--- config.mk ---
export PLATFORM = sky130hd
export DESIGN_NAME = htt_mod_unit
export DESIGN_NICKNAME = d
export VERILOG_FILES = /design/src/rtl/hashed_transition_table_fsm_macros.svh /design/src/rtl/htt_mod_unit.sv
export SDC_FILE = /design/constraint.sdc
export NUM_CORES = 1
export LEC_CHECK = 0
export BUFFER_PORTS_ARGS = -buffer_cell sky130_fd_sc_hd__clkbuf_2
export CAP_MARGIN = 20
export CORE_MARGIN = 2
export CORE_UTILIZATION = 50
export CTS_CLUSTER_SIZE = 30
export DETAILED_ROUTE_END_ITERATION = 16
export MAX_ROUTING_LAYER = met4
export PLACE_DENSITY = 0.71
export SETUP_SLACK_MARGIN = 0.1
export SKIP_LAST_GASP = 1
export SLEW_MARGIN = 20
export SYNTH_ARGS = -nofsm -noshare
export SYNTH_HDL_FRONTEND = slang
export SYNTH_SLANG_ARGS = --single-unit
--- constraint.sdc ---
create_clock -name clk -period 6.9 [get_ports clk]
set_input_delay 0.69 -clock clk [delete_from_list [all_inputs] [get_ports clk]]
set_output_delay 0.69 -clock clk [all_outputs]
set_load 0.02 [all_outputs]
--- src/rtl/hashed_transition_table_fsm_macros.svh ---
// assertion macros for the hashed transition table state machine
// used by modules that check their own control logic; expects clk and rst_n in scope
`ifndef HASHED_TRANSITION_TABLE_FSM_MACROS_SVH
`define HASHED_TRANSITION_TABLE_FSM_MACROS_SVH

// same-cycle implication, disabled during reset
`define HTT_ASSERT_IMP(lbl, ante, cons, msg) \
  lbl: assert property (@(posedge clk) disable iff (!rst_n) (ante) |-> (cons)) \
    else $error(msg);

// next-cycle implication, disabled during reset
`define HTT_ASSERT_NXT(lbl, ante, cons, msg) \
  lbl: assert property (@(posedge clk) disable iff (!rst_n) (ante) |=> (cons)) \
    else $error(msg);

`endif

--- src/rtl/htt_mod_unit.sv ---
// iterative remainder unit: key mod size, one dividend bit per cycle
// depends on nothing but its parameters
`timescale 1ns / 1ps

module htt_mod_unit #(
  parameter int KEY_W  = 16,
  parameter int SIZE_W = 9,
  parameter int ADDR_W = 8
) (
  input  logic              clk,
  input  logic              rst_n,
  input  logic              start,
  input  logic [KEY_W-1:0]  dividend,
  input  logic [SIZE_W-1:0] divisor,
  output logic              done,
  output logic [ADDR_W-1:0] remainder
);

  localparam int CNT_W = $clog2(KEY_W + 1);

  logic              busy_r, busy_nxt;
  logic              done_r, done_nxt;
  logic [CNT_W-1:0]  cnt_r, cnt_nxt;
  logic [KEY_W-1:0]  shreg_r, shreg_nxt;
  logic [SIZE_W-1:0] rem_r, rem_nxt;
  logic [SIZE_W:0]   trial;
  logic [SIZE_W:0]   diff;

  assign trial = {rem_r, shreg_r[KEY_W-1]};
  assign diff  = trial - {1'b0, divisor};

  always_comb begin
    busy_nxt  = busy_r;
    done_nxt  = 1'b0;
    cnt_nxt   = cnt_r;
    shreg_nxt = shreg_r;
    rem_nxt   = rem_r;
    if (start) begin
      busy_nxt  = 1'b1;
      cnt_nxt   = '0;
      shreg_nxt = dividend;
      rem_nxt   = '0;
    end else if (busy_r) begin
      // restoring step: partial remainder stays below the divisor
      if (trial >= {1'b0, divisor}) begin
        rem_nxt = diff[SIZE_W-1:0];
      end else begin
        rem_nxt = trial[SIZE_W-1:0];
      end
      shreg_nxt = shreg_r << 1;
      cnt_nxt   = cnt_r + CNT_W'(1);
      if (cnt_r == CNT_W'(KEY_W - 1)) begin
        busy_nxt = 1'b0;
        done_nxt = 1'b1;
      end
    end
  end

  always_ff @(posedge clk) begin
    if (!rst_n) begin
      busy_r <= 1'b0;
      done_r <= 1'b0;
      cnt_r  <= '0;
    end else begin
      busy_r <= busy_nxt;
      done_r <= done_nxt;
      cnt_r  <= cnt_nxt;
    end
    shreg_r <= shreg_nxt;
    rem_r   <= rem_nxt;
  end

  assign done      = done_r;
  assign remainder = ADDR_W'(rem_r);

endmodule

; After elaboration in Yosys (flattened, before gate mapping)
; Cells that the tools add are included.
[word_totals]
reg_bits = 32
latchBits = 0
ram_bits = 0
mem_bits_ro = 0
inputBits = 28
output_inout_bits = 9
elab_cells = 21
memories = 0
[classes]
n_addsub = 2
multipliers = 0
n_div = 0
n_lt_le_gt_ge = 1
eq_ne = 1
n_shift = 0
muxes = 7
n_bitwise = 2
n_reduce_logical = 3
[ops]
columns = cell, n
row1 = two-way mux 16 bit, 2
row2 = >= comparator 10 x 9 -> 1 bit, 1
row3 = two-way mux 9 bit, 1
row4 = subtractor 9 bit, 1
row5 = adder 5 x 1 -> 5 bit (second input constant), 1
row6 = equality test 5 x 4 -> 1 bit (second input constant), 1
row7 = two-way mux 1 bit, 4
row8 = OR reduction 3 bit, 1
row9 = NOT 1 bit, 2
row10 = nonzero test 2 bit, 1
row11 = OR reduction 2 bit, 1

; Longest topological paths before layout
[logic_depth]
ltp_word = 4
mapped_depth = 11
mapped_depth_nobuf = 10

; Worst setup path after synthesis
; Ideal clock, no wire load.
[synth_timing]
kind = input -> register
from = in divisor[0]
to = reg rem_r[6]
setup_ps = 88
arrival_time_ps = 2433
slack_ps = 4379
stages = 9
path_buffers = 0
path_cell_list = ha_1 -> inv_1 -> fa_1 -> a211oi_4 -> o21ai_2 -> a41oi_1 -> nor2_1 -> and3_1 -> nor4_2
[synth_via]
elab_chain_len = 2
word_cells_on_any_way = 3
cone_classes = add/sub (1) / order compare (1) / mux (1)
[synth_lines]
columns = element, line
row1 = start: declaration, htt_mod_unit.sv:14  ; input logic [SIZE_W-1:0] divisor,
row2 = subtractor 9 bit / >= comparator 10 x 9 -> 1 bit (equally long branches), "htt_mod_unit.sv:30, htt_mod_unit.sv:45"
row3 = two-way mux 9 bit (*), htt_mod_unit.sv:45  ; if (trial >= {1'b0, divisor}) begin
row4 = end signal: assignment, htt_mod_unit.sv:70  ; rem_r <= rem_nxt;
row5 = end: declaration, htt_mod_unit.sv:25  ; logic [SIZE_W-1:0] rem_r, rem_nxt;
; Every way passes the cells marked *; elsewhere a longest branch is shown, timed or not.
; A chain may end at the register's enable or synchronous reset.

; Worst setup path after layout
[layout_timing]
from = in divisor[0]
to = reg rem_r[1]
; The elaborated chain is that of the path after synthesis.

==> results_dict.tcl <==
set metrics [dict create \
    outcome "completed" \
    synth_edf_count 16 \
    syn_area_mm2 0.00186 \
    dp_hpwl_um 2480 \
    cp.arrival_ns 2.85 \
    cts_buffers 5 \
    crit_end "rem_r[1]" \
    ys_seq_area_share_pct 43.2 \
    synth_top_cells_by_count "17 x nor2_1, 16 x dfxtp_1, 16 x edfxtp_1" \
    endpoint_kind "flip-flop" \
    hp-class "flip-flop to flip-flop" \
    start_util_pct 51.5 \
    clkPwrFrac_pct 34.9 \
    fin_util_pct 58.8 \
    root_buffer "clkbuf_8" \
    grt_pass1_wl_um 6040 \
    timing.slew.headroom_pct 56.1 \
    peakVddDrop_uv 176 \
    die-area_mm2 0.00421 \
    synth.distinct_cells 45 \
    cap_violations 0 \
    grt_pass1_vias 1462 \
    synth.most_common_cell "nor2_1" \
    combPwrFrac_pct 21.3 \
    rows 22 \
    syn_nets 217 \
    p_switching_uw 141 \
    postCtsResizedCells 0 \
    clk_pin_slew_worst_paths_ns 0.06 \
    yosysWarnings 0 \
    slew_viol_final 0 \
    ys_ff_latch 32 \
    fin_cells 255 \
    wl_per_cell_um 13.1 \
    antenna_left 0 \
    cts_buffer_depth 2 \
    grt_max_degree 25 \
    grt_overflow 0 \
    power_density_mw_per_mm2 248 \
    final.setup.tns_ns 0 \
    place_congestion 0.892 \
    viasPerCell 5.37 \
    nets 246 \
    slowest_delay_ns 0.43 \
    netlist_instances 177 \
    diodes 0 \
    die_w_um 64.9 \
    setup_viol 0 \
    r2r_cells 10 \
    startpoint "divisor[0]" \
    critPathRequiredTime_ns 7.09 \
    cts_htree_levels 2 \
    r2r_slack_ns 4.30 \
    worstMarginPinSlew_ns 0.657 \
    tritoncts "yes" \
    crit_fanout 10 \
    worstSkewPairLatency_ns 0.28 \
    hold_slack_ns 0.495 \
    max_freq_ghz 0.376 \
    synthTopCellsByArea "edfxtp_1 26%, dfxtp_1 17%, mux2_2 9.1%, ha_1 7.4%, nor2_1 3.4%" \
    fp.coreArea_mm2 0.00361 \
    async_flop_share_pct 0 \
    timing.critical_path.buf_inv 2 \
    syn_to_final_growth_pct 14.4 \
    slowest_stage "fa_1" \
    rsz0062_at_grt "false" \
    cpLargestDelayFamily "compound AO/OA/AOI/OAI gates" \
    wirelength_um 3340 \
    layout_min_cycle_time_ns 2.66 \
    drive_gt1_share_pct 32.4 \
    drt_iter0_drc 53 \
    synth_top_area_share_pct 25.9 \
    skew_ns 0.00222 \
    internal_power_uw 385 \
    hold_buffers 0 \
    r2r_start "shreg_r[15]" \
    synth_top_area_cell "edfxtp_1" \
    portBuffers 36 \
    seq_power_share_pct 43.8 \
    drtPass1Iterations 4 \
    track_usage_pct 19.2 \
    cts_sinks 32 \
    vias 1369 \
    leakagePower_uw 0.000899 \
    grt_antenna_before_repair 0 \
    final-hold-violation-count 0 \
    post_cts.repair.setup_buffers 0 \
    timing.rr.end "rem_r[1]" \
    dp.cells 247 \
    sw_frac_of_total_pct 26.8 \
    dieHeight_um 64.9 \
    period_share_pct 38.6 \
    drcViolationCount 0 \
    synth-main-ff-cell "edfxtp_1" \
    crit_chain "clkbuf_2 -> ha_1 -> inv_1 -> fa_1 -> a211oi_4 -> o21ai_2 -> a41oi_1 -> or2_1 -> nand2_1 -> a311oi_2" \
    cp.depth 10 \
    startpoint_type "primary input" \
    avgSynthCellArea_um2 10.5 \
    path_class "primary input to flip-flop" \
    pin_count 37 \
]
[placed cells by master, fill, tap and decap left out, types with 2 or more instances in the layout]
cell type and instances:
a311oi_2 2, nand4_1 3, nor3_1 2, edfxtp_1 16, nand2_1 13, a21oi_1 5
nand3_1 3, nor2_1 17, clkbuf_2 36, clkbuf_8 6, ha_1 11, mux2_2 15
dfxtp_1 16, o21ai_1 2, nor2b_1 3, o21ai_0 5, xor2_1 5, o21bai_1 2
o21a_1 5, a2111oi_2 2, inv_1 12, and3_1 2, xnor2_1 2
[metrics by stage]
step                      setup slack, ns  total power (uW)  cell area (um^2)
after detailed placement             3.96               346              2010
after global placement               4.09               342              2010
after floorplan                      4.38               325              1860
after global routing                 4.08               554              2120
after CTS                            4.25               532              2120
final                                4.24               526              2120
[how the worst min path moves through the flow]
stage,start,endpoint,slack (ns),cells after the start
floorplan,cnt_r[4],cnt_r[4],0.46,2
global placement,cnt_r[4],cnt_r[4],0.47,2
detailed placement,cnt_r[4],cnt_r[4],0.48,2
CTS,cnt_r[4],cnt_r[4],0.49,2
global route,cnt_r[4],cnt_r[4],0.51,2
finish,cnt_r[4],cnt_r[4],0.49,2
[state kept, by name (all words and copies together) (netlist names)]
register  cells
done          1
busy_r        1
rem_r         9
shreg_r      16
cnt_r         5
[cell type report]
cell class	instances	area, um^2
Multi-Input combinational cell	119	920
Tap cell	48	60.1
Inverter	12	45.0
Timing Repair Buffer	36	180
Clock inverter	2	33.8
Sequential cell	32	801
Fill cell	301	1480
Clock buffer	6	82.6
[metal layers]
layer	track usage [%]	part of all wire, %	up-vias
met5	-	0	-
met4	10.1	2.7	0
met3	4.51	4.6	11
met2	31.6	48	40
met1	21.6	44	634
li1	-	-	684
[kinds of logic after synthesis]
kind of cell | synth area share (%)
simple gates | 12.5
compound gates | 15.6
flops | 43.2
buf+inv | 7.28
mux | 9.64
fa+ha+maj | 8.50
xor+xnor | 3.30
[tightest hold or removal path, cell delays in order, from the launching register on]
cell and delay (ns):
dfxtp_1 0.31, nor2_1 0.09, a211oi_1 0.05
[power groups by stage]
stage	Sequential (uW)	Combinational, uW	Clock [uW]
after floorplan	229	95.9	0
after global placement	234	109	0
after detailed placement	235	112	0
after CTS	231	113	189
after global routing	233	126	195
final	230	112	184
(Power assumes the default switching activity.)
