--- config.mk ---
export PLATFORM = sky130hd
export DESIGN_NAME = htt_seq
export DESIGN_NICKNAME = d
export VERILOG_FILES = /design/src/rtl/htt_pkg.sv /design/src/rtl/htt_seq.sv
export VERILOG_INCLUDE_DIRS = /design/src /design/src/rtl
export SDC_FILE = /design/constraint.sdc
export NUM_CORES = 1
export LEC_CHECK = 0
export BUFFER_PORTS_ARGS = -buffer_cell sky130_fd_sc_hd__buf_4
export CORE_MARGIN = 5
export CORE_UTILIZATION = 40
export CTS_BUF_LIST = sky130_fd_sc_hd__clkbuf_4
export CTS_CLUSTER_DIAMETER = 100
export DETAILED_ROUTE_END_ITERATION = 10
export PLACE_DENSITY = 0.66
export RECOVER_POWER = 100
export SYNTH_ARGS = -nofsm -noshare
export SYNTH_HDL_FRONTEND = slang
export SYNTH_SLANG_ARGS = --single-unit
--- constraint.sdc ---
create_clock -name clk -period 3.6 [get_ports clk]
set_input_delay 0.72 -clock clk [delete_from_list [all_inputs] [get_ports clk]]
set_output_delay 0.72 -clock clk [all_outputs]
set_load 0.005 [all_outputs]
--- src/rtl/hashed_transition_table_fsm_macros.svh ---
// assertion macros for the hashed transition table state machine
// used by modules that check their own control logic; expects clk and rst_n in scope
`ifndef HASHED_TRANSITION_TABLE_FSM_MACROS_SVH
`define HASHED_TRANSITION_TABLE_FSM_MACROS_SVH

// same-cycle implication, disabled during reset
`define HTT_ASSERT_IMP(lbl, ante, cons, msg) \
  lbl: assert property (@(posedge clk) disable iff (!rst_n) (ante) |-> (cons)) \
    else $error(msg);

// next-cycle implication, disabled during reset
`define HTT_ASSERT_NXT(lbl, ante, cons, msg) \
  lbl: assert property (@(posedge clk) disable iff (!rst_n) (ante) |=> (cons)) \
    else $error(msg);

`endif

--- src/rtl/htt_pkg.sv ---
// shared types and constants for the hashed transition table state machine
// no dependencies; used by the top, the sequencer and the test files
`timescale 1ns / 1ps

package htt_pkg;

  localparam int HID_W      = 8;
  localparam int STATE_PT_W = 8;
  localparam int EVENT_PT_W = 8;
  localparam int ARG_W      = 32;
  localparam int SLOT_W     = 8;
  localparam int STS_W      = 2;
  localparam int CFG_IDX_W  = 2;
  localparam int CFG_DATA_W = 9;
  localparam int TSIZE_W    = 9;

  localparam logic CMD_DEFINE = 1'b0;
  localparam logic CMD_EVENT  = 1'b1;

  localparam logic [CFG_IDX_W-1:0] CFG_TABLE_SIZE    = 2'd0;
  localparam logic [CFG_IDX_W-1:0] CFG_INITIAL_STATE = 2'd1;

  typedef enum logic [STS_W-1:0] {
    STS_DEFINED  = 2'd0,
    STS_FULL     = 2'd1,
    STS_TAKEN    = 2'd2,
    STS_NO_TRANS = 2'd3
  } status_t;

  typedef enum logic [4:0] {
    ST_IDLE  = 5'b00001,
    ST_CLEAR = 5'b00010,
    ST_HASH  = 5'b00100,
    ST_PROBE = 5'b01000,
    ST_DONE  = 5'b10000
  } seq_state_t;

  // configuration side effects handed to the sequencer
  typedef struct packed {
    logic clear;
    logic load_state;
  } cfg_evt_t;

endpackage

--- src/rtl/htt_seq.sv ---
// sequencer: clear, capture, hash wait, linear probe, slot write, result register
// depends on htt_pkg and hashed_transition_table_fsm_macros.svh
`timescale 1ns / 1ps
`include "hashed_transition_table_fsm_macros.svh"

module htt_seq #(
  parameter int TABLE_DEPTH = 256,
  parameter int STATE_BITS  = 8,
  parameter int EVENT_BITS  = 8,
  parameter int ADDR_W      = 8,
  parameter int SIZE_W      = 9,
  parameter int KEY_W       = 16,
  parameter int ENTRY_W     = 41
) (
  input  logic                           clk,
  input  logic                           rst_n,
  input  logic                           in_valid,
  output logic                           in_ready,
  input  logic                           in_cmd,
  input  logic [htt_pkg::STATE_PT_W-1:0] in_from_state,
  input  logic [htt_pkg::STATE_PT_W-1:0] in_to_state,
  input  logic [htt_pkg::EVENT_PT_W-1:0] in_event_id,
  input  logic [htt_pkg::HID_W-1:0]      in_handler_id,
  input  logic [htt_pkg::ARG_W-1:0]      in_payload,
  output logic                           out_valid,
  input  logic                           out_ready,
  output logic [htt_pkg::STS_W-1:0]      out_status,
  output logic [htt_pkg::SLOT_W-1:0]     out_slot,
  output logic [htt_pkg::HID_W-1:0]      out_handler_to_call,
  output logic [htt_pkg::ARG_W-1:0]      out_handler_arg,
  output logic [htt_pkg::STATE_PT_W-1:0] out_current_state,
  input  htt_pkg::cfg_evt_t              cfg_evt,
  input  logic [htt_pkg::STATE_PT_W-1:0] init_state,
  input  logic [SIZE_W-1:0]              eff_size,
  output logic                           mod_start,
  output logic [KEY_W-1:0]               mod_key,
  input  logic                           mod_done,
  input  logic [ADDR_W-1:0]              mod_rem,
  output logic                           mem_we,
  output logic [ADDR_W-1:0]              mem_waddr,
  output logic [ENTRY_W-1:0]             mem_wdata,
  output logic                           mem_re,
  output logic [ADDR_W-1:0]              mem_raddr,
  input  logic [ENTRY_W-1:0]             mem_rdata
);

  typedef struct packed {
    logic                     valid;
    logic [STATE_BITS-1:0]    from_st;
    logic [STATE_BITS-1:0]    to_st;
    logic [EVENT_BITS-1:0]    ev;
    logic [htt_pkg::HID_W-1:0] hid;
  } entry_t;

  htt_pkg::seq_state_t st_r, st_nxt;

  logic                      cmd_r, cmd_nxt;
  logic [STATE_BITS-1:0]     from_r, from_nxt;
  logic [STATE_BITS-1:0]     to_r, to_nxt;
  logic [EVENT_BITS-1:0]     ev_r, ev_nxt;
  logic [htt_pkg::HID_W-1:0] hid_r, hid_nxt;
  logic [htt_pkg::ARG_W-1:0] pay_r, pay_nxt;
  logic [STATE_BITS-1:0]     present_r, present_nxt;
  logic [ADDR_W-1:0]         probe_idx_r, probe_idx_nxt;
  logic [SIZE_W-1:0]         issued_r, issued_nxt;
  logic                      pend_r, pend_nxt;
  logic [ADDR_W-1:0]         pend_addr_r, pend_addr_nxt;
  logic                      found_r, found_nxt;
  logic [ADDR_W-1:0]         slot_r, slot_nxt;
  logic [STATE_BITS-1:0]     hit_to_r, hit_to_nxt;
  logic [htt_pkg::HID_W-1:0] hit_hid_r, hit_hid_nxt;
  logic [ADDR_W-1:0]         clr_cnt_r, clr_cnt_nxt;

  logic                         out_valid_r, out_valid_nxt;
  htt_pkg::status_t             out_status_r, out_status_nxt;
  logic [htt_pkg::SLOT_W-1:0]   out_slot_r, out_slot_nxt;
  logic [htt_pkg::HID_W-1:0]    out_handler_r, out_handler_nxt;
  logic [htt_pkg::ARG_W-1:0]    out_arg_r, out_arg_nxt;
  logic [htt_pkg::STATE_PT_W-1:0] out_state_r, out_state_nxt;

  entry_t rd_ent;
  entry_t wr_ent;
  logic   match;
  logic   probe_wrap;

  assign rd_ent = mem_rdata;
  assign in_ready = (st_r == htt_pkg::ST_IDLE);

  // define looks for a free slot, event looks for its own (state, event) key
  always_comb begin
    if (cmd_r == htt_pkg::CMD_DEFINE) begin
      match = !rd_ent.valid;
    end else begin
      match = rd_ent.valid && (rd_ent.from_st == present_r) && (rd_ent.ev == ev_r);
    end
  end

  assign probe_wrap = (SIZE_W'(probe_idx_r) + SIZE_W'(1)) == eff_size;

  always_comb begin
    wr_ent.valid   = 1'b1;
    wr_ent.from_st = from_r;
    wr_ent.to_st   = to_r;
    wr_ent.ev      = ev_r;
    wr_ent.hid     = hid_r;
  end

  always_comb begin
    st_nxt          = st_r;
    cmd_nxt         = cmd_r;
    from_nxt        = from_r;
    to_nxt          = to_r;
    ev_nxt          = ev_r;
    hid_nxt         = hid_r;
    pay_nxt         = pay_r;
    present_nxt     = present_r;
    probe_idx_nxt   = probe_idx_r;
    issued_nxt      = issued_r;
    pend_nxt        = pend_r;
    pend_addr_nxt   = pend_addr_r;
    found_nxt       = found_r;
    slot_nxt        = slot_r;
    hit_to_nxt      = hit_to_r;
    hit_hid_nxt     = hit_hid_r;
    clr_cnt_nxt     = clr_cnt_r;
    out_valid_nxt   = out_valid_r;
    out_status_nxt  = out_status_r;
    out_slot_nxt    = out_slot_r;
    out_handler_nxt = out_handler_r;
    out_arg_nxt     = out_arg_r;
    out_state_nxt   = out_state_r;
    mem_we          = 1'b0;
    mem_waddr       = clr_cnt_r;
    mem_wdata       = '0;
    mem_re          = 1'b0;
    mem_raddr       = probe_idx_r;
    mod_start       = 1'b0;

    if (in_cmd == htt_pkg::CMD_DEFINE) begin
      mod_key = {EVENT_BITS'(in_event_id), STATE_BITS'(in_from_state)};
    end else begin
      mod_key = {EVENT_BITS'(in_event_id), present_r};
    end

    if (out_valid_r && out_ready) begin
      out_valid_nxt = 1'b0;
    end

    case (st_r)
      htt_pkg::ST_IDLE: begin
        if (in_valid) begin
          cmd_nxt   = in_cmd;
          from_nxt  = STATE_BITS'(in_from_state);
          to_nxt    = STATE_BITS'(in_to_state);
          ev_nxt    = EVENT_BITS'(in_event_id);
          hid_nxt   = in_handler_id;
          pay_nxt   = in_payload;
          mod_start = 1'b1;
          st_nxt    = htt_pkg::ST_HASH;
        end
      end
      htt_pkg::ST_CLEAR: begin
        mem_we    = 1'b1;
        mem_waddr = clr_cnt_r;
        mem_wdata = '0;
        if (clr_cnt_r == ADDR_W'(TABLE_DEPTH - 1)) begin
          st_nxt = htt_pkg::ST_IDLE;
        end else begin
          clr_cnt_nxt = clr_cnt_r + ADDR_W'(1);
        end
      end
      htt_pkg::ST_HASH: begin
        if (mod_done) begin
          probe_idx_nxt = mod_rem;
          issued_nxt    = '0;
          pend_nxt      = 1'b0;
          found_nxt     = 1'b0;
          st_nxt        = htt_pkg::ST_PROBE;
        end
      end
      htt_pkg::ST_PROBE: begin
        // one read issued per cycle, its data checked the cycle after
        if (pend_r && match) begin
          found_nxt   = 1'b1;
          slot_nxt    = pend_addr_r;
          hit_to_nxt  = rd_ent.to_st;
          hit_hid_nxt = rd_ent.hid;
          pend_nxt    = 1'b0;
          st_nxt      = htt_pkg::ST_DONE;
        end else if (issued_r != eff_size) begin
          mem_re        = 1'b1;
          mem_raddr     = probe_idx_r;
          pend_nxt      = 1'b1;
          pend_addr_nxt = probe_idx_r;
          issued_nxt    = issued_r + SIZE_W'(1);
          probe_idx_nxt = probe_wrap ? '0 : probe_idx_r + ADDR_W'(1);
        end else begin
          found_nxt = 1'b0;
          pend_nxt  = 1'b0;
          st_nxt    = htt_pkg::ST_DONE;
        end
      end
      htt_pkg::ST_DONE: begin
        if (!out_valid_r || out_ready) begin
          out_valid_nxt = 1'b1;
          st_nxt        = htt_pkg::ST_IDLE;
          if (cmd_r == htt_pkg::CMD_DEFINE) begin
            out_handler_nxt = '0;
            out_arg_nxt     = '0;
            out_state_nxt   = htt_pkg::STATE_PT_W'(present_r);
            if (found_r) begin
              out_status_nxt = htt_pkg::STS_DEFINED;
              out_slot_nxt   = htt_pkg::SLOT_W'(slot_r);
              mem_we         = 1'b1;
              mem_waddr      = slot_r;
              mem_wdata      = wr_ent;
            end else begin
              out_status_nxt = htt_pkg::STS_FULL;
              out_slot_nxt   = '0;
            end
          end else begin
            if (found_r) begin
              out_status_nxt  = htt_pkg::STS_TAKEN;
              out_slot_nxt    = htt_pkg::SLOT_W'(slot_r);
              out_handler_nxt = hit_hid_r;
              out_arg_nxt     = pay_r;
              present_nxt     = hit_to_r;
              out_state_nxt   = htt_pkg::STATE_PT_W'(hit_to_r);
            end else begin
              out_status_nxt  = htt_pkg::STS_NO_TRANS;
              out_slot_nxt    = '0;
              out_handler_nxt = '0;
              out_arg_nxt     = htt_pkg::ARG_W'(ev_r);
              out_state_nxt   = htt_pkg::STATE_PT_W'(present_r);
            end
          end
        end
      end
      default: begin
        st_nxt = htt_pkg::ST_IDLE;
      end
    endcase

    if (cfg_evt.load_state) begin
      present_nxt = STATE_BITS'(init_state);
    end
    // a new table size restarts the sweep from slot zero
    if (cfg_evt.clear) begin
      st_nxt      = htt_pkg::ST_CLEAR;
      clr_cnt_nxt = '0;
    end
  end

  always_ff @(posedge clk) begin
    if (!rst_n) begin
      st_r        <= htt_pkg::ST_CLEAR;
      clr_cnt_r   <= '0;
      pend_r      <= 1'b0;
      found_r     <= 1'b0;
      issued_r    <= '0;
      present_r   <= '0;
      out_valid_r <= 1'b0;
    end else begin
      st_r        <= st_nxt;
      clr_cnt_r   <= clr_cnt_nxt;
      pend_r      <= pend_nxt;
      found_r     <= found_nxt;
      issued_r    <= issued_nxt;
      present_r   <= present_nxt;
      out_valid_r <= out_valid_nxt;
    end
    cmd_r         <= cmd_nxt;
    from_r        <= from_nxt;
    to_r          <= to_nxt;
    ev_r          <= ev_nxt;
    hid_r         <= hid_nxt;
    pay_r         <= pay_nxt;
    probe_idx_r   <= probe_idx_nxt;
    pend_addr_r   <= pend_addr_nxt;
    slot_r        <= slot_nxt;
    hit_to_r      <= hit_to_nxt;
    hit_hid_r     <= hit_hid_nxt;
    out_status_r  <= out_status_nxt;
    out_slot_r    <= out_slot_nxt;
    out_handler_r <= out_handler_nxt;
    out_arg_r     <= out_arg_nxt;
    out_state_r   <= out_state_nxt;
  end

  assign out_valid           = out_valid_r;
  assign out_status          = out_status_r;
  assign out_slot            = out_slot_r;
  assign out_handler_to_call = out_handler_r;
  assign out_handler_arg     = out_arg_r;
  assign out_current_state   = out_state_r;

  `HTT_ASSERT_IMP(a_clear_blocks_input, st_r == htt_pkg::ST_CLEAR, !in_ready,
    "request accepted during table clear")
  `HTT_ASSERT_NXT(a_accept_starts_hash, in_valid && in_ready && !cfg_evt.clear,
    st_r == htt_pkg::ST_HASH, "accepted request did not start hashing")
  `HTT_ASSERT_IMP(a_probe_bound, st_r == htt_pkg::ST_PROBE, issued_r <= eff_size,
    "probe count ran past table size")
  `HTT_ASSERT_IMP(a_miss_fields,
    out_valid_r && (out_status_r == htt_pkg::STS_NO_TRANS || out_status_r == htt_pkg::STS_FULL),
    out_slot_r == '0 && out_handler_r == '0, "miss or full result carries a slot or handler")

endmodule

Word-level counts from Yosys, hierarchy flattened
Index checks and enable logic that the tools add are counted.
Cells by class
  bitwise operators: 3
  reduce and logical (&&, ||, !) cells: 22
  equal/unequal tests: 17
  add/subtract/negate cells: 4
  mux-type cells: 52
Operator list (number)
  $mux W33: 4
  $mux W8: 15
  $mux W5: 6
  $mux W9: 3
  $pmux W5 S5: 1
  $pmux W9 S2: 1
  $mux W1: 17
  $add A8 B1 Y8 const B: 2
  $eq A8 B8 Y1: 2
  $pmux W8 S2: 1
  $reduce_and A2 Y1: 7
  $ne A2 B2 Y1 const B: 6
  $add A8 B1 Y9 const B: 1
  $add A9 B1 Y9 const B: 1
  $eq A9 B9 Y1: 1
  $ne A9 B9 Y1: 1
  $eq A8 B8 Y1 const B: 1
  $pmux W1 S2: 3
  $reduce_and A3 Y1: 2
  $reduce_bool A2 Y1: 3
  $eq A5 B1 Y1 const B: 1
  $eq A5 B2 Y1 const B: 1
  $eq A5 B3 Y1 const B: 1
  $eq A5 B4 Y1 const B: 1
  10 further kinds: 16
Word-level totals
  bits of input ports: 138
  register bits: 196
  output and inout port bits: 136

Depth between registers and ports, before layout
Gate-level depths: netlist of run 1.
  word-level depth: 7
  mapped depth: 8

Least setup slack after synthesis of run 1
Ideal clock, no wire load.
  kind: input-to-reg
  start point: input mem_rdata[28]
  end point: register hit_hid_r[0] in the netlist's numbering, enable pin
  data arrival time: 2.806 ns
  path slack: 0.380 ns
  data required time: 3.185 ns
  setup time: 0.415 ns
  stages on the path: 5
  path buffers: 0
  path through: xor2_1 > a221o_1 > nor4_2 > nand2_1 > a21oi_1
On the way
  cells in the longest elaborated chain, start to end: 6
RTL lines
  from (decl): line htt_seq.sv:44  | input logic [ENTRY_W-1:0] mem_rdata
  $eq A8 B8 Y1: line htt_seq.sv:94  | match = rd_ent.valid && (rd_ent.from_st == present_r) && (rd_ent.ev == ev_r);
  $logic_and A1 B1 Y1 (2 in a row): line htt_seq.sv:94
  $mux W1: line htt_seq.sv:91  | if (cmd_r == htt_pkg::CMD_DEFINE) begin
  $logic_and A1 B1 Y1: line htt_seq.sv:183  | if (pend_r && match) begin
  $reduce_and A2 Y1 (no line)
  to (signal assigned): line htt_seq.sv:282  | hit_hid_r <= hit_hid_nxt;
  to (decl): line htt_seq.sv:71  | logic [htt_pkg::HID_W-1:0] hit_hid_r, hit_hid_nxt;
No other way between the ends.
A chain may end at the register's enable or synchronous reset.

Worst setup path in the final report of run 1
  start point: register st_r[2]
  end point: output mem_wdata[11]
On the way
  cells in the longest elaborated chain, start to end: 2
RTL lines
  from (decl): line htt_seq.sv:55  | htt_pkg::seq_state_t st_r, st_nxt;
  from (signal assigned): line htt_seq.sv:256  | st_r <= htt_pkg::ST_CLEAR;
  from (signal assigned): line htt_seq.sv:264  | st_r <= st_nxt;
  $eq A5 B5 Y1: line htt_seq.sv:149  | case (st_r)
  $mux W33: line htt_seq.sv:149
  to (decl): line htt_seq.sv:41  | output logic [ENTRY_W-1:0] mem_wdata,
No other way between the ends.

==> run_results.csv, run 1 <==
group,metric,value,unit
clock_network,cts_tree,"built",
worst_setup_path,slowest_stage,"or3_1",
cells_and_area,layout-drive-gt1-share,31.6,%
cells_and_area,layout_common_cells,"edfxtp_1 (163), clkbuf_4 (160), buf_4 (72), clkbuf_1 (50), and3_1 (44)",
timing,period_share,91.5,%
clock_network,clk_pin_slew,180,ps
timing,hold_slack,340,ps
clock_network,cts-resized-gates,1,
clock_network,cts.path.max_buffers,2,
min_path,hold_class,"input port to flip-flop",
outcome,status,"finished, violations left",
drt,firstDrtPassIters,4,
timing,hold_viol_final,0,
yosys,yosysSeqAreaShare,67.4,%
place,place_congestion,0.813,
floorplanning,rows,52,
timing,timing.fmax,303,MHz
clock_network,cts_root_buf,"clkbuf_4",
floorplanning,die_h,153,µm
timing,worstMarginPinSlew,1760,ps
yosys,synth_cell_type_count,53,
power_and_ir_drop,power.switching,865,µW
cells_and_area,multi_input_area,0.00244,mm²
cells_and_area,antenna_cells,0,
clock_network,postCtsSetupBuffers,0,
worst_setup_path,cp.required,2880,ps
clock_network,clkSinkCount,196,
grt,overflow,0,
cells_and_area,area_delta_synth_final,26.6,%
timing,min_period,3300,ps
worst_setup_path,critical_path_class,"flip-flop to output port",
power_and_ir_drop,clkPwrFrac,29.0,%
yosys,synth_edf_count,163,
power_and_ir_drop,seqPwrFrac,65.5,%
drt,wirelength,20000,µm
worst_setup_path,cp_data_arrival_time,2580,ps
yosys,synthesis.area,0.00824,mm²
drt,route.detailed.drc,0,
worst_setup_path,start_kind,"flip-flop",
drt,vias,5414,
outcome,violations,"max-capacitance violations, max-slew violations",
power_and_ir_drop,p_leak,4.14,nW
worst_setup_path,critPathMaxStageDelay,410,ps
power_and_ir_drop,intPower,2.87,mW
clock_network,cts.htree.levels,4,
yosys,synth_warnings,0,
timing,skew,34.5,ps
timing,setup_viol,0,
timing,tns,0,ps
cells_and_area,nNetsFinal,988,
grt,grt_pass1_wl,30800,µm
drt,wl_per_cell,17.7,µm
grt,grt_pass1_vias,5386,
floorplanning,die-area,0.0236,mm²
timing,rsz0062_at_grt,"no",
timing,drv_slew,67,
cells_and_area,final_common_cell,"edfxtp_1",
clock_network,hold_buffers,0,
floorplanning,initial_utilization,40.7,%
power_and_ir_drop,power_density,359,mW/mm²
run,drv_cap,1,
yosys,ys.flop_type,"edfxtp_1",
place,portBuffers,257,
cells_and_area,area.sequential,0.00556,mm²
floorplanning,dieWidth,153,µm
timing,slew_headroom,-17.6,%
cells_and_area,nFillCells,1823,
grt,grt_max_degree,67,
grt,antenna_found_initial,0,
worst_setup_path,worstSetupEndpointType,"output port",
yosys,syn_area_per_cell,13.8,µm²
drt,drt_iter0_markers,237,
place,hpwlAfterDp,15000,µm
power_and_ir_drop,pwr-share-comb,5.4,%
yosys,synthArstFlopShare,0,%
power_and_ir_drop,swShare,23.1,%
worst_setup_path,cp_cell_sequence,"or3_1 -> nor3b_2 -> and2b_4 -> and3_4 -> buf_6 -> and2_0 -> buf_4",
grt,grtUsageTotal,16.8,%
yosys,ys_ff_latch,196,
drt,via_per_inst,4.79,
yosys,syn_inst,598,
power_and_ir_drop,ir_worst_vdd,0.166,mV
clock_network,clk_latency,560,ps
clock_network,cts_buffers,17,
floorplanning,core_area,0.0202,mm²
drt,ant_nets,0,
worst_setup_path,path_max_fanout,30,
floorplanning,ioPinCount,274,
-- synth_stat cells (2+ instances only) --
cell type    n  share of area [%]
buf_4       18                1.6
clkbuf_2     2               0.12
nand3_1     16               0.97
xnor2_1     25                2.7
nor3b_1      2               0.18
dfxtp_1     33                8.0
o211ai_1     3               0.27
buf_6        2               0.27
a21oi_1      7               0.43
or4_1        3               0.27
nor3_1       2               0.12
a211oi_1     6               0.55
nand4_1      9               0.68
ha_1         3               0.46
mux2i_1     17                2.1
and2_1      48                3.6
buf_2        3               0.18
o21ai_0     12               0.73
edfxtp_1   163                 59
inv_1        6               0.27
or2_2        3               0.23
nor2_1      34                1.5
nand2b_1     5               0.38
clkbuf_1    19               0.87
o221ai_1     2               0.21
and3_1      45                3.4
nand2_1     35                1.6
mux2_2      22                3.0
mux2_1       6               0.82
a21boi_0     3               0.27
a31oi_1      4               0.30
xor2_1      18                1.9
nor4_2       2               0.30
-- power by group through the flow --
stage / Sequential (mW) / Clock, mW / Combinational [mW]
floorplan: 2.50 / 0 / 0.0803
global placement: 2.50 / 0 / 0.216
detailed placement: 2.50 / 0 / 0.219
CTS: 2.45 / 1.13 / 0.220
global route: 2.45 / 1.23 / 0.223
finish: 2.45 / 1.09 / 0.203
-- per-layer routing --
| metal | global-route usage [%] | share of wire, % | routed length, µm | vias up |
|---|---|---|---|---|
| li1 | - | - | - | 2654 |
| met1 | 21.8 | 43 | 8610 | 2563 |
| met2 | 28.3 | 49 | 9870 | 184 |
| met3 | 4.67 | 6.5 | 1290 | 13 |
| met4 | 3.41 | 0.99 | 197 | 0 |
| met5 | 0 | 0 | 0 | - |
-- cell type report --
cell class,instances,area share [%]
multi-input cells,358,23.4
inverters,7,0.252
clock inverters,14,1.13
flip-flops and latches,196,53.3
repair buffers,267,17.4
well taps,270,3.24
clock buffers,18,1.30
-- worst paths after layout --
kind / start / endpoint / slack (ps) / cells after the start
max: st_r[2]$_SDFFE_PP0P_ / mem_wdata[11] / 300 / 7
min reg2reg: pend_addr_r[7]$_DFFE_PP_ / slot_r[7]$_DFFE_PP_ / 440 / 0
min: in_payload[2] / pay_r[2]$_DFFE_PP_ / 340 / 1
max reg2reg: st_r[2]$_SDFFE_PP0P_ / present_r[6]$_SDFFE_PN0P_ / 510 / 7
-- critical path, delay by kind of cell, from the launching register on --
kind                   cells  cell delay (ps)
buffers and inverters      2              370
flip-flops                 1              360
AND/OR/NAND/NOR            5             1310
-- metrics by stage --
stage / util, % / setup WS [ps] / cells / cell area, µm² / power, mW
after global routing: 51.5 / 50.2 / 1130 / 10400 / 3.90
after floorplan: - / 380 / 605 / 8260 / 2.58
after detailed placement: 51.2 / 402 / 1098 / 10400 / 2.72
final: 51.5 / 304 / 1130 / 10400 / 3.74
after global placement: 51.2 / 427 / 1098 / 10400 / 2.72
after CTS: 52.5 / 33.7 / 1130 / 10600 / 3.80
-- cell families (layout without fill, tap and decap cells) --
kind of cell / count (synthesis) / count (layout) / synth area share, %
xor gates and xnor gates: 44 / 44 / 4.85
buffers and inverters: 51 / 306 / 3.40
adders and majority gates: 3 / 3 / 0.456
and+or+nand+nor: 213 / 213 / 14.3
AOI/OAI and AO/OA: 45 / 45 / 3.59
DFF: 196 / 196 / 67.4
muxes: 45 / 45 / 5.89
other: 1 / 8 / 0.0455
(Power assumes the default switching activity.)
==> inputs of run 2 (changes only) <==
--- a/config.mk
+++ b/config.mk
@@ -12,7 +12,7 @@
 export CTS_BUF_LIST = sky130_fd_sc_hd__clkbuf_4
 export CTS_CLUSTER_DIAMETER = 100
 export DETAILED_ROUTE_END_ITERATION = 10
-export PLACE_DENSITY = 0.66
+export PLACE_DENSITY = 0.68
 export RECOVER_POWER = 100
 export SYNTH_ARGS = -nofsm -noshare
 export SYNTH_HDL_FRONTEND = slang
==> constraint.sdc (replaced) <==
create_clock -name clk -period 2.7 [get_ports clk]
set_input_delay 0.54 -clock clk [delete_from_list [all_inputs] [get_ports clk]]
set_output_delay 0.54 -clock clk [all_outputs]
set_load 0.005 [all_outputs]
==> run 2 against run 1 <==
  * The run ends with negative setup slack left
  * Core utilization rose by 2.6 points
  * Sequential power rose by 33%
  * Sequential cell count unchanged
  * Global-route usage increased by 0.76 points
  * Worst setup slack got worse by 590 ps
  * Final cell count rose by 2.2%
  * Die area stayed put
  * Register-to-register slack got worse by 290 ps
  * Design area increased by 5.0%
  * Hold slack lost 210 ps
  * First-iteration DRC count shrank 1.3%
  * Critical endpoint is now mem_waddr[2]
==> run_results.csv, run 2 (synthesis results as in run 1) <==
group,metric,value,unit
cells_and_area,layout-drive-gt1-share,41.3,%
timing,timing.fmax,335,MHz
grt,grt_pass1_vias,5503,
timing,drv_slew,0,
cells_and_area,nFillCells,1744,
clock_network,cts_root_buf,"clkbuf_4",
min_path,hold_class,"input port to flip-flop",
timing,slew_headroom,25.6,%
drt,route.detailed.drc,0,
drt,wl_per_cell,18.0,µm
floorplanning,die-area,0.0236,mm²
floorplanning,rows,52,
place,portBuffers,257,
drt,ant_nets,0,
outcome,violations,"negative setup slack",
floorplanning,core_area,0.0202,mm²
cells_and_area,final_area,0.0109,mm²
cells_and_area,multi_input_area,0.00253,mm²
grt,grtUsageTotal,17.5,%
drt,routed-wl-met2,10300,µm
cells_and_area,area_delta_synth_final,32.9,%
floorplanning,die_h,153,µm
timing,min_period,2990,ps
drt,wl_met1,8960,µm
grt,overflow,0,
worst_setup_path,path_max_fanout,5,
drt,drt_iter0_markers,234,
grt,grt_pass1_wl,31700,µm
power_and_ir_drop,power_density,461,mW/mm²
clock_network,clk_latency,590,ps
timing,skew,27.2,ps
clock_network,cts_buffers,17,
place,place_congestion,0.812,
timing,setup_ws,-289,ps
timing,rsz0062_at_grt,"yes",
timing,hold_slack,131,ps
floorplanning,dieWidth,153,µm
drt,wl_met3,1320,µm
worst_setup_path,worstSetupEndpointType,"output port",
timing,worstMarginPinSlew,1120,ps
power_and_ir_drop,ir_worst_vdd,0.206,mV
cells_and_area,layout_common_cells,"buf_4 (194), edfxtp_1 (163), clkbuf_4 (89), and2_1 (45), and3_1 (44)",
floorplanning,ioPinCount,274,
drt,via_per_inst,4.79,
cells_and_area,final_common_cell,"buf_4",
worst_setup_path,critical_path_class,"flip-flop to output port",
clock_network,cts.htree.levels,4,
grt,antenna_found_initial,1,
floorplanning,initial_utilization,40.7,%
drt,firstDrtPassIters,5,
drt,vias,5538,
run,drv_cap,0,
clock_network,cts.path.max_buffers,2,
worst_setup_path,start_kind,"flip-flop",
worst_setup_path,cp.required,2160,ps
outcome,status,"finished, violations left",
cells_and_area,area.sequential,0.00557,mm²
drt,top_layer,"met4",
timing,period_share,111,%
place,pre_cts_ws,142,ps
place,hpwlAfterDp,15100,µm
timing,hold_viol_final,0,
drt,wirelength,20800,µm
clock_network,clk_pin_slew,180,ps
clock_network,cts_tree,"built",
power_and_ir_drop,p_leak,4.50,nW
timing,setup_viol,42,
grt,grt_max_degree,67,
clock_network,clkSinkCount,196,
place,place_area,0.0105,mm²
worst_setup_path,cp_data_arrival_time,2450,ps
cells_and_area,nNetsFinal,1012,
## run 2: final timing paths
kind,cells after the start,to,slack [ps],from
setup reg to reg,7,present_r[0]$_SDFFE_PN0P_,220,st_r[3]$_SDFFE_PP0P_
hold reg to reg,0,slot_r[6]$_DFFE_PP_,430,pend_addr_r[6]$_DFFE_PP_
setup / recovery,6,mem_waddr[2],-290,st_r[3]$_SDFFE_PP0P_
hold / removal,1,hid_r[6]$_DFFE_PP_,130,in_handler_id[6]
## run 2: critical path: stages (launching register included)
cell	delay, ps
dfxtp_2	350
or3_4	390
nor3b_4	220
and2b_4	200
and3_4	290
mux2_4	330
buf_6	120
## run 2: what timing repair did
item,4_1_cts,5_1_grt
hold buffers,0,0
gates resized for setup,40,1
setup buffers,12,1
setup endpoints to repair,43,43
cloned,2,0
pin swaps,12,0
## run 2: where the power goes
group	internal [mW]	switching, mW	total, mW
Sequential	3.26	0.0111	3.27
Combinational	0.180	0.105	0.286
Clock	0.423	1.07	1.49
## run 2: area by class of cell
cell class / count / area share (%)
repair buffers: 290 / 20.2
clock inverters: 14 / 1.21
multi-input cells: 359 / 23.1
inverters: 7 / 0.240
clock buffers: 18 / 1.23
well taps: 270 / 3.09
flip-flops and latches: 196 / 50.9
diodes: 1 / 0.0229
## run 2: stage by stage
step                TNS [ps]  instances  util [%]  total power, mW
finish                -11280       1155      54.1             5.04
global route          -17460       1155      54.1             5.26
CTS                   -13840       1153      54.3             5.11
detailed placement         0       1107      51.7             3.63
global placement           0       1107      51.7             3.62
floorplan                  0        605         -             3.44
## run 2: metal layers
metal | vias up | global-route usage (%)
met5 | - | 0
met4 | 0 | 4.79
met3 | 13 | 4.75
met2 | 181 | 29.7
met1 | 2641 | 22.3
li1 | 2703 | -
